--- src/rtl/lhf_pkg.sv ---
// ----------------------------------------------------------------------------
// lhf_pkg
// Shared types, codes and constants of the label map hole fill unit.
// ----------------------------------------------------------------------------
`default_nettype none
package lhf_pkg;

    localparam int MAX_DIM     = 256;
    localparam int DIM_W       = 9;
    localparam int COORD_W     = 8;
    localparam int ADDR_W      = 16;
    localparam int STORE_DEPTH = 65536;
    localparam int CNT_W       = 17;
    localparam int LABEL_W     = 8;

    localparam logic [LABEL_W-1:0] MARK      = 8'd255;
    localparam logic [LABEL_W-1:0] TOP_LABEL = 8'd254;

    localparam logic [1:0] OP_WRITE = 2'd0;
    localparam logic [1:0] OP_RUN   = 2'd1;
    localparam logic [1:0] OP_READ  = 2'd2;

    localparam logic [1:0] REG_FILL_ENABLE  = 2'd0;
    localparam logic [1:0] REG_IMAGE_WIDTH  = 2'd1;
    localparam logic [1:0] REG_IMAGE_HEIGHT = 2'd2;

    // neighbor directions: left, right, up, down
    localparam logic [1:0] DIR_LEFT  = 2'd0;
    localparam logic [1:0] DIR_RIGHT = 2'd1;
    localparam logic [1:0] DIR_UP    = 2'd2;
    localparam logic [1:0] DIR_DOWN  = 2'd3;

    typedef enum logic [4:0] {
        CMD_IDLE,
        CMD_NOP,
        CMD_RUN_INIT,
        CMD_CP_RD,
        CMD_CP_WR,
        CMD_GR_INIT,
        CMD_POP_RD,
        CMD_POP_LD,
        CMD_NB_RD,
        CMD_NB_EV,
        CMD_P_ZERO,
        CMD_SC_RD,
        CMD_SC_EV,
        CMD_SC_NEXT,
        CMD_WB_INIT,
        CMD_WB_RD,
        CMD_WB_WR,
        CMD_FN_RD,
        CMD_FN_WR
    } t_cmd;

    typedef struct packed {
        logic p_last;
        logic fill_zero;
        logic head_lt;
        logic dir_last;
        logic k_lt;
    } t_status;

    function automatic logic [DIM_W-1:0] eff_dim(input logic [DIM_W-1:0] v);
        logic [DIM_W-1:0] r;
        r = v;
        if (v == '0) r = DIM_W'(1);
        else if (v > DIM_W'(MAX_DIM)) r = DIM_W'(MAX_DIM);
        return r;
    endfunction

endpackage
`default_nettype wire

--- src/rtl/lhf_ctrl.sv ---
// ----------------------------------------------------------------------------
// lhf_ctrl
// Sequencer of the fill run: copy, background flood, hole scan, cleanup.
// ----------------------------------------------------------------------------
`default_nettype none
module lhf_ctrl (
    input  wire logic             i_clk,
    input  wire logic             i_rst_n,
    input  wire logic             i_start,
    input  wire logic [1:0]       i_op,
    input  wire lhf_pkg::t_status i_status,
    output lhf_pkg::t_cmd         o_cmd,
    output logic                  o_busy
);
    import lhf_pkg::*;

    typedef enum logic [4:0] {
        S_IDLE, S_INIT, S_CP_RD, S_CP_WR, S_GR_INIT, S_POP_CHK, S_POP_RD, S_POP_LD,
        S_NB_RD, S_NB_EV, S_SC_INIT, S_SC_RD, S_SC_EV, S_SC_NEXT, S_WB_INIT,
        S_WB_CHK, S_WB_RD, S_WB_WR, S_FN_INIT, S_FN_RD, S_FN_WR
    } t_state;

    t_state r_state;
    logic   r_scan;

    always_ff @(posedge i_clk) begin
        if (!i_rst_n) begin
            r_state <= S_IDLE;
            r_scan  <= 1'b0;
            o_busy  <= 1'b0;
        end else begin
            unique case (r_state)
                S_IDLE: begin
                    if (i_start && i_op == OP_RUN) begin
                        r_state <= S_INIT;
                        o_busy  <= 1'b1;
                    end
                end
                S_INIT:    r_state <= S_CP_RD;
                S_CP_RD:   r_state <= S_CP_WR;
                S_CP_WR: begin
                    if (i_status.p_last) begin
                        r_state <= S_GR_INIT;
                        r_scan  <= 1'b0;
                    end else begin
                        r_state <= S_CP_RD;
                    end
                end
                S_GR_INIT: r_state <= S_POP_CHK;
                S_POP_CHK: begin
                    if (i_status.head_lt) r_state <= S_POP_RD;
                    else if (r_scan)      r_state <= S_WB_INIT;
                    else                  r_state <= S_SC_INIT;
                end
                S_POP_RD:  r_state <= S_POP_LD;
                S_POP_LD:  r_state <= S_NB_RD;
                S_NB_RD:   r_state <= S_NB_EV;
                S_NB_EV:   r_state <= i_status.dir_last ? S_POP_CHK : S_NB_RD;
                S_SC_INIT: begin
                    r_state <= S_SC_RD;
                    r_scan  <= 1'b1;
                end
                S_SC_RD:   r_state <= S_SC_EV;
                S_SC_EV: begin
                    if (i_status.fill_zero)   r_state <= S_GR_INIT;
                    else if (i_status.p_last) r_state <= S_FN_INIT;
                    else                      r_state <= S_SC_RD;
                end
                S_SC_NEXT: r_state <= i_status.p_last ? S_FN_INIT : S_SC_RD;
                S_WB_INIT: r_state <= S_WB_CHK;
                S_WB_CHK:  r_state <= i_status.k_lt ? S_WB_RD : S_SC_NEXT;
                S_WB_RD:   r_state <= S_WB_WR;
                S_WB_WR:   r_state <= S_WB_CHK;
                S_FN_INIT: r_state <= S_FN_RD;
                S_FN_RD:   r_state <= S_FN_WR;
                S_FN_WR: begin
                    if (i_status.p_last) begin
                        r_state <= S_IDLE;
                        o_busy  <= 1'b0;
                    end else begin
                        r_state <= S_FN_RD;
                    end
                end
                default:   r_state <= S_IDLE;
            endcase
        end
    end

    always_comb begin
        unique case (r_state)
            S_IDLE:    o_cmd = CMD_IDLE;
            S_INIT:    o_cmd = CMD_RUN_INIT;
            S_CP_RD:   o_cmd = CMD_CP_RD;
            S_CP_WR:   o_cmd = CMD_CP_WR;
            S_GR_INIT: o_cmd = CMD_GR_INIT;
            S_POP_RD:  o_cmd = CMD_POP_RD;
            S_POP_LD:  o_cmd = CMD_POP_LD;
            S_NB_RD:   o_cmd = CMD_NB_RD;
            S_NB_EV:   o_cmd = CMD_NB_EV;
            S_SC_INIT: o_cmd = CMD_P_ZERO;
            S_SC_RD:   o_cmd = CMD_SC_RD;
            S_SC_EV:   o_cmd = CMD_SC_EV;
            S_SC_NEXT: o_cmd = CMD_SC_NEXT;
            S_WB_INIT: o_cmd = CMD_WB_INIT;
            S_WB_RD:   o_cmd = CMD_WB_RD;
            S_WB_WR:   o_cmd = CMD_WB_WR;
            S_FN_INIT: o_cmd = CMD_P_ZERO;
            S_FN_RD:   o_cmd = CMD_FN_RD;
            S_FN_WR:   o_cmd = CMD_FN_WR;
            default:   o_cmd = CMD_NOP;
        endcase
    end

    a_busy_from_run: assert property (@(posedge i_clk) disable iff (!i_rst_n)
        $rose(o_busy) |-> $past(i_start && i_op == OP_RUN))
        else $error("busy rose without a run request");
    a_idle_not_busy: assert property (@(posedge i_clk) disable iff (!i_rst_n)
        (r_state == S_IDLE) |-> !o_busy)
        else $error("busy high in idle");
endmodule
`default_nettype wire

--- config.mk ---
export PLATFORM = sky130hd
export DESIGN_NAME = lhf_ctrl
export DESIGN_NICKNAME = d
export VERILOG_FILES = /design/src/rtl/lhf_pkg.sv /design/src/rtl/lhf_ctrl.sv
export SDC_FILE = /design/constraint.sdc
export NUM_CORES = 1
export LEC_CHECK = 0
export ABC_AREA = 1
export BUFFER_PORTS_ARGS = -buffer_cell sky130_fd_sc_hd__clkbuf_2
export CORE_ASPECT_RATIO = 1.75
export CORE_UTILIZATION = 37
export DETAILED_ROUTE_END_ITERATION = 6
export HOLD_SLACK_MARGIN = 0.12
export PLACE_DENSITY_LB_ADDON = 0.15
export SLEW_MARGIN = 20
export SYNTH_ARGS = -nofsm -noshare
export SYNTH_HDL_FRONTEND = slang
export SYNTH_SLANG_ARGS = --single-unit
export TNS_END_PERCENT = 10
--- constraint.sdc ---
create_clock -name i_clk -period 1.85 [get_ports i_clk]
set_input_delay 0.0925 -clock i_clk [delete_from_list [all_inputs] [get_ports i_clk]]
set_output_delay 0.0925 -clock i_clk [all_outputs]
set_load 0.1 [all_outputs]
; ---- Word-level counts from Yosys, hierarchy flattened
; Memories as Yosys holds them, arrays and structs flattened. A register that Yosys moved wholly into a read port is not among the register bits.
; Index checks and enable logic that the tools add are counted.
; Widths: inputs -> output; s select.
[totals]
output_inout_bits = 6
mem_bits_ro = 160
register_bits = 7
n_memories = 1
input_bits = 10
[memory_table]
columns = name, words, width, read_ports, rd_clocked_by_memory_dff, wr, line_no
row1 = (name not given), 32, 5, 1, 1, 0, lhf_ctrl.sv:90  ; unique case (r_state)
[op_classes]
n_eq_ne = 24
n_reduce_logical = 7
n_mux = 16
[ops]
columns = op, n
row1 = $pmux 5 s20, 1
row2 = $eq 5x4->1 const B, 8
row3 = $mux 5, 7
row4 = $eq 5x5->1 const B, 5
row5 = $eq 5x3->1 const B, 4
row6 = $eq 5x2->1 const B, 2
row7 = $mux 4, 2
row8 = $mux 3, 2
row9 = $ne 2x2->1 const B, 3
row10 = $eq 5x1->1 const B, 1
row11 = $logic_not 5->1, 1
row12 = $pmux 1 s2, 2
row13 = $reduce_bool 2->1, 2
row14 = $reduce_and 3->1, 1
row15 = $eq 2x1->1 const B, 1
row16 = $mux 1, 2
row17 = $reduce_and 2->1, 1
row18 = $reduce_or 2->1, 1
row19 = $logic_and 1x1->1, 1

; ---- Longest topological paths before layout
; Gate-level depths: netlist of run 1.
[depth]
word_depth = 6
ltp_mapped = 16

; ---- Least setup slack after synthesis of run 1
; OpenSTA, ideal clock, no wires.
[synth_path]
path_kind = reg-to-reg
from = register r_state[2]
to = register o_cmd[4] (netlist name)
setup_time_ps = 122
path_stages_with_launch = 12
t_required_ps = 1728
path_buffers = 0
path_slack_ps = 8
t_arrival_ps = 1720
period_less_slack_ps = 1842
cell_sequence = dfxtp_1 > inv_1 > nor2_1 > nand4_1 > nand3_1 > nor2_1 > nor2_2 > inv_1 > ha_1 > or2_4 > nand2_1 > a21oi_1
[synth_between]
elab_chain_len = 5
elab_cells_between_ends = 26
cone_classes = eq/ne: 21 / mux: 3 / reduce/logical: 2
[synth_rtl]
columns = element, line_no
row1 = from (decl), lhf_ctrl.sv:23  ; t_state r_state;
row2 = from (signal assigned), lhf_ctrl.sv:58  ; S_NB_EV: r_state <= i_status.dir_last ? S_POP_CHK : S_NB_RD;
row3 = from (signal assigned), lhf_ctrl.sv:69  ; S_SC_NEXT: r_state <= i_status.p_last ? S_FN_INIT : S_SC_RD;
row4 = from (signal assigned), lhf_ctrl.sv:71  ; S_WB_CHK: r_state <= i_status.k_lt ? S_WB_RD : S_SC_NEXT;
row5 = $eq 5x5->1 or $eq 5x4->1 (tied branches), lhf_ctrl.sv:32  ; unique case (r_state)
row6 = $reduce_or 2->1 (no source line), --
row7 = $pmux 5 s20, lhf_ctrl.sv:32
row8 = $mux 5 (no source line) * (2 in series), --
; Every way passes the cells marked *; elsewhere a longest branch is shown, timed or not.
; A chain may end at the register's enable or synchronous reset.

; ---- Worst setup path after layout of run 1
[layout_path]
from = register r_state[3]
to = register o_cmd[1] (netlist name)
[layout_between]
elab_chain_len = 5
elab_cells_between_ends = 26
cone_classes = eq/ne: 21 / mux: 3 / reduce/logical: 2
[layout_rtl]
columns = element, line_no
row1 = $eq 5x5->1 or $eq 5x4->1 (tied branches), lhf_ctrl.sv:32
row2 = $reduce_or 2->1 (no source line), --
row3 = $pmux 5 s20, lhf_ctrl.sv:32
row4 = $mux 5 (no source line) * (2 in series), --
; Marked as above.

==> flow_metrics.tcl, run 1 <==
set metrics [dict create \
    wl_per_cell_um 14.8 \
    htreeDepth 1 \
    power.density_nw_per_um2 850 \
    slew_viol_final 0 \
    cpPeakStageDelay_ps 370 \
    synth-seq-cells 12 \
    grt_pass1_wl_mm 5.91 \
    fillers 216 \
    drv_cap 0 \
    synthArstFlopShare 0 \
    setup_viol 5 \
    slowest_stage "dfxtp_4" \
    port_buffers 15 \
    root_buffer "clkbuf_8" \
    grt_max_degree 11 \
    netlist_instances 165 \
    wl_mm 3.75 \
    die_y_um 71.2 \
    num_antenna_cells 0 \
    regArea_sq_um 256 \
    clock.fmax_mhz 524 \
    critPathLaunchType "flip-flop" \
    final-hold-violation-count 0 \
    worstSetupPathType "reg2reg" \
    synthFlopType "dfxtp_1" \
    multi_input_area_sq_um 873 \
    num-nets-final 242 \
    route.vias.total 1320 \
    start_util 0.397 \
    drc 0 \
    clkLatencyLatePin_ps 240 \
    crit_top_cell "nor2_4" \
    tightest_slew_ps 544 \
    min_period_ps 1910 \
    synth_top_family_by_area "simple AND/OR/NAND/NOR gates" \
    crit_arrival_ps 2040 \
    synthSimpleGateAreaFrac 0.550 \
    min_path_type "in2reg" \
    ir_drop_mv 0.761 \
    dpl.hpwl_mm 2.81 \
    status "complete, but fails checks" \
    rsz0062_at_grt "yes" \
    rows 24 \
    syn_nets 179 \
    fin_ws_ps -57.3 \
    drive_above_1_share 0.568 \
    pin_count 16 \
    synthAdderAreaFrac 0.0494 \
    synthXorXnorAreaFrac 0 \
    clkTransAtPathRegs_ps 50 \
    drt_iter0_drc 41 \
    synthDistinctLibCells 24 \
    antenna_found_initial 0 \
    synth_compound_area_frac 0.0630 \
    postSynthAreaPerCell_sq_um 6.13 \
    grt_pass1_vias 1359 \
    fin_skew_ps 1.37 \
    clock-sinks 12 \
    power_leakage_nw 0.901 \
    synth_edf_count 0 \
    first_pass_iters 4 \
    grt_overflow 0 \
    setup_tns_ps -224 \
    fp.coreArea_sq_um 2550 \
    fin_crit_sh 1.03 \
    relSlewSlack 0.639 \
    required_ps 1980 \
    dieArea_sq_um 2960 \
    synthMuxAreaShare 0 \
    viasPerCell 5.22 \
    cts_tree "built" \
    die_w_um 41.5 \
    numCtsBuffers 3 \
    grtUsageTotal 0.258 \
    crit_fanout 4 \
    cp-end-kind "flip-flop" \
    netlist_area_sq_um 1010 \
    worstPathCellList "nand2_4 -> buf_6 -> nor2_4 -> nand3_4 -> nand2_2 -> inv_2 -> nand2_2 -> nor2_4 -> nor2_4 -> inv_2 -> ha_4 -> nand2_1 -> nand3_1 -> nand3_1 -> nand2_1" \
    violations "negative setup slack" \
    clockBufferDepth 2 \
    ys_warn_count 0 \
    ant_nets 0 \
    place.gp.congestion 1.01 \
    area_delta_synth_final_pct 71.2 \
    yosysSeqAreaShare 0.237 \
    pre_cts_ws_ps -275 \
]
## kinds of logic after synthesis
family	count (synthesis)
fa+ha+maj	4
simple gates	117
buf+inv	22
flops	12
compound gates	10
## timing repair
item                       4_1_cts  5_1_grt
setup endpoints to repair        5        5
hold buffers                     0        0
resized for setup               35       32
setup buffers                    7        1
pin swaps                       21       15
## metrics by stage
step / util / hold WS, ps / cells / power, W / area, sq um
finish: 0.679 / 230 / 253 / 0.00147 / 1730
global route: 0.679 / 259 / 253 / 0.00154 / 1730
floorplan: - / 352 / 165 / 0.000769 / 1010
global placement: 0.543 / 426 / 241 / 0.000988 / 1390
CTS: 0.629 / 217 / 252 / 0.00142 / 1610
detailed placement: 0.543 / 448 / 241 / 0.000995 / 1390
## worst paths after layout
path,cells past startpoint,start,slack (ps),end
worst max-delay path,15,r_state[3],-60,o_cmd[1]
worst max register to register,15,r_state[3],-60,o_cmd[1]
worst min register to register,2,r_scan,460,r_scan
worst min-delay path,3,i_rst_n,230,r_scan
## metal layers
layer | wire length (um) | up-vias | track usage
li1 | - | 661 | -
met3 | 80 | 19 | 0.0230
met4 | 189 | 0 | 0.168
met2 | 2250 | 34 | 0.512
met1 | 1240 | 606 | 0.236
met5 | 0 | - | 0
## sequential cells by signal (all words and copies together) (netlist names)
register  flops
o_cmd         5
r_scan        1
r_state       5
o_busy        1
## layout make-up
type | count | area share
well taps | 26 | 0.0188
repair buffers | 60 | 0.252
flip-flops and latches | 12 | 0.148
multi-input cells | 131 | 0.504
inverters | 20 | 0.0455
clock buffers | 4 | 0.0318
## where the power goes
| part | total [W] | internal [W] | leakage (nW) | switching, W |
|---|---|---|---|---|
| logic | 0.000844 | 0.000307 | 0.771 | 0.000537 |
| registers | 0.000338 | 0.000300 | 0.101 | 0.0000384 |
| clock network | 0.000292 | 0.000188 | 0.0288 | 0.000103 |
| total | 0.00147 | 0.000795 | 0.901 | 0.000678 |
## critical path: cells and delay by family, from the launching register on
| kind | cells | cell delay (ps) |
|---|---|---|
| buf+inv | 3 | 230 |
| fa+ha+maj | 1 | 240 |
| simple gates | 11 | 950 |
| flops | 1 | 370 |
## cell usage in the layout (no fill, tap or decap), types with 3 or more instances in the layout
master,count
nand2_1,42
buf_4,41
nand3_1,18
clkbuf_2,15
nand2_2,11
nor2_4,10
inv_1,9
inv_2,9
nor2_2,7
nand3_2,7
dfxtp_1,7
nor2_1,6
nand4_1,6
clkbuf_8,4
dfxtp_4,4
nand2_4,3
o21ai_0,3
nand3_4,3
a21oi_1,3
ha_4,3
buf_6,3
## synth_stat cells (2+ instances only)
cell type / number / area [sq um]
inv_1: 14 / 52.6
inv_2: 5 / 18.8
nand2_1: 51 / 191
nand2_2: 4 / 25.0
dfxtp_1: 12 / 240
nor2_2: 5 / 31.3
ha_1: 4 / 50.1
nand4_1: 6 / 37.5
nor2_1: 17 / 63.8
o21ai_0: 4 / 20.0
nand3_2: 3 / 30.0
nand3_1: 25 / 125
a21oi_1: 3 / 15.0
nand3b_1: 2 / 15.0
Note: power is estimated with default switching activity, not from simulation.
==> inputs of run 2 (changes only) <==
PLACE_DENSITY_LB_ADDON = 0.25   (was 0.15)
clock period = 1.8 ns   (was 1.85 ns; I/O delays follow)
==> run 2 against run 1 <==
The flow still finishes with violations (negative setup slack). Worst hold slack improved by 63 ps. Die area did not move. Non-clock buffer count rose by 8. Clock power fell by 18%. Sequential power rose by 4%. Cell area did not move. Sequential cell count did not move.
==> flow_metrics.tcl, run 2 (same netlist as run 1, synthesis figures left out) <==
set metrics [dict create \
    status "complete, but fails checks" \
    violations "negative setup slack" \
    clkLatencyLatePin_ps 240 \
    final_cell_mix "buf_4 (51), nand2_1 (44), nand3_1 (18)" \
    fin_crit_sh 1.08 \
    clockBufferDepth 2 \
    port_buffers 15 \
    seqPwrFrac 0.235 \
    p_int_w 0.000813 \
    rsz0062_at_grt "yes" \
    dieArea_sq_um 2960 \
    pin_count 16 \
    worstPathCellList "buf_6 -> nor2_4 -> nand4_1 -> inv_1 -> nor2_2 -> nand3_4 -> nand3_4 -> ha_4 -> inv_1 -> nand2_1 -> nand3_2 -> nand2_1 -> nand2_1" \
    grtUsageTotal 0.245 \
    relSlewSlack 0.638 \
    crit_top_cell "nand2_1" \
    tightest_slew_ps 545 \
    grt_overflow 0 \
    drive_above_1_share 0.556 \
    min_period_ps 1950 \
    numCtsBuffers 3 \
    viasPerCell 5.45 \
    wl_per_cell_um 15.2 \
    crit_fanout 6 \
    htreeDepth 1 \
    first_pass_iters 4 \
    power_frac_clock 0.159 \
    num-nets-final 250 \
    root_buffer "clkbuf_8" \
    p_sw_w 0.000688 \
    ir_drop_mv 0.686 \
    min_path_type "in2reg" \
    fin_ws_ps -150 \
    fp.coreArea_sq_um 2550 \
    cp-startpoint "r_state[3]" \
    holdCritStartpoint "i_rst_n" \
    wl_mm 3.96 \
    required_ps 1940 \
    drc 0 \
    fillers 207 \
    fin_skew_ps 5.17 \
    die_w_um 41.5 \
    cts_tree "built" \
    grt_pass1_vias 1379 \
    num_antenna_cells 0 \
    worstSetupPathType "reg2reg" \
    die_y_um 71.2 \
    crit_arrival_ps 2090 \
    p_comb_frac 0.607 \
    swShare 0.459 \
    area_delta_synth_final_pct 71.2 \
    r2r-start "r_state[3]" \
    setup_tns_ps -661 \
    final_common_cell "buf_4" \
    clock.fmax_mhz 513 \
    grt_pass1_wl_mm 5.71 \
    drv_cap 0 \
    place.gp.congestion 0.920 \
    ant_nets 0 \
    antenna_found_initial 0 \
    finalPower_w 0.00150 \
    clock-sinks 12 \
    cpLargestDelayFamily "simple AND/OR/NAND/NOR gates" \
    setup_viol 5 \
    grt_max_degree 11 \
    rows 24 \
    route.vias.total 1418 \
    cpPeakStageDelay_ps 360 \
    slowest_stage "dfxtp_4" \
    final-hold-violation-count 0 \
    critPathLaunchType "flip-flop" \
    cp-end-kind "flip-flop" \
    dpl.hpwl_mm 2.50 \
    power.density_nw_per_um2 866 \
    power_leakage_nw 0.916 \
    slew_viol_final 0 \
    cp.buffers_inverters 3 \
    drt_iter0_drc 32 \
    cts_hold_repair.buffers 0 \
    clkTransAtPathRegs_ps 50 \
    finalHoldWorstSlack_ps 293 \
    start_util 0.397 \
]
[run 2: cell count changes in the layout (fill, tap and decap cells not counted), sizes merged]
cell | previous run | this run
buf | 45 | 53
clkbuf | 19 | 18
[run 2: layout make-up]
| cell class | instances | area [sq um] | area share |
|---|---|---|---|
| multi-input combinational | 131 | 838 | 0.484 |
| sequential | 12 | 259 | 0.149 |
| inverter | 20 | 81.3 | 0.0469 |
| clock buffer | 3 | 41.3 | 0.0238 |
| tap | 26 | 32.5 | 0.0188 |
| timing repair buffer | 68 | 480 | 0.277 |
[run 2: per-stage QoR]
| step | setup WS, ps | area (sq um) | utilization | instances |
|---|---|---|---|---|
| after detailed placement | -197 | 1360 | 0.533 | 238 |
| after CTS | -26.1 | 1610 | 0.629 | 254 |
| after global routing | -225 | 1730 | 0.679 | 260 |
| after global placement | -214 | 1360 | 0.533 | 238 |
| after floorplan | 2.81 | 1020 | - | 165 |
| final | -150 | 1730 | 0.679 | 260 |
[run 2: per-layer routing]
layer,vias up,wire (um),GRT usage
met3,29,164,0.0204
met5,-,0,0
met2,60,2180,0.472
li1,678,-,-
met1,651,1280,0.231
met4,0,334,0.172
[run 2: worst register-to-register path, stage by stage (launching register included)]
cell and delay, ps:
dfxtp_4 360, buf_6 120, nor2_4 170, nand4_1 190, inv_1 140, nor2_2 70, nand3_4 90, nand3_4 140
ha_4 320, inv_1 40, nand2_1 60, nand3_2 50, nand2_1 50, nand2_1 50
[run 2: path summary, 6_finish.rpt]
path,to,slack (ps),cells past startpoint
min reg2reg,r_scan,470,2
max reg2reg,o_cmd[0],-150,13
min,o_busy,290,2
max,o_cmd[0],-150,13
[run 2: repair_timing]
item,CTS,global route
pin swaps,26,17
resized for setup,31,22
buffers inserted,13,6
setup endpoints to repair,5,5
[run 2: power by group through the flow]
stage	Clock, W	Sequential (W)	Combinational, W
floorplan	0	0.000531	0.000267
global placement	0	0.000352	0.000676
detailed placement	0	0.000351	0.000688
CTS	0.000244	0.000352	0.000819
global route	0.000255	0.000355	0.000974
finish	0.000238	0.000352	0.000911
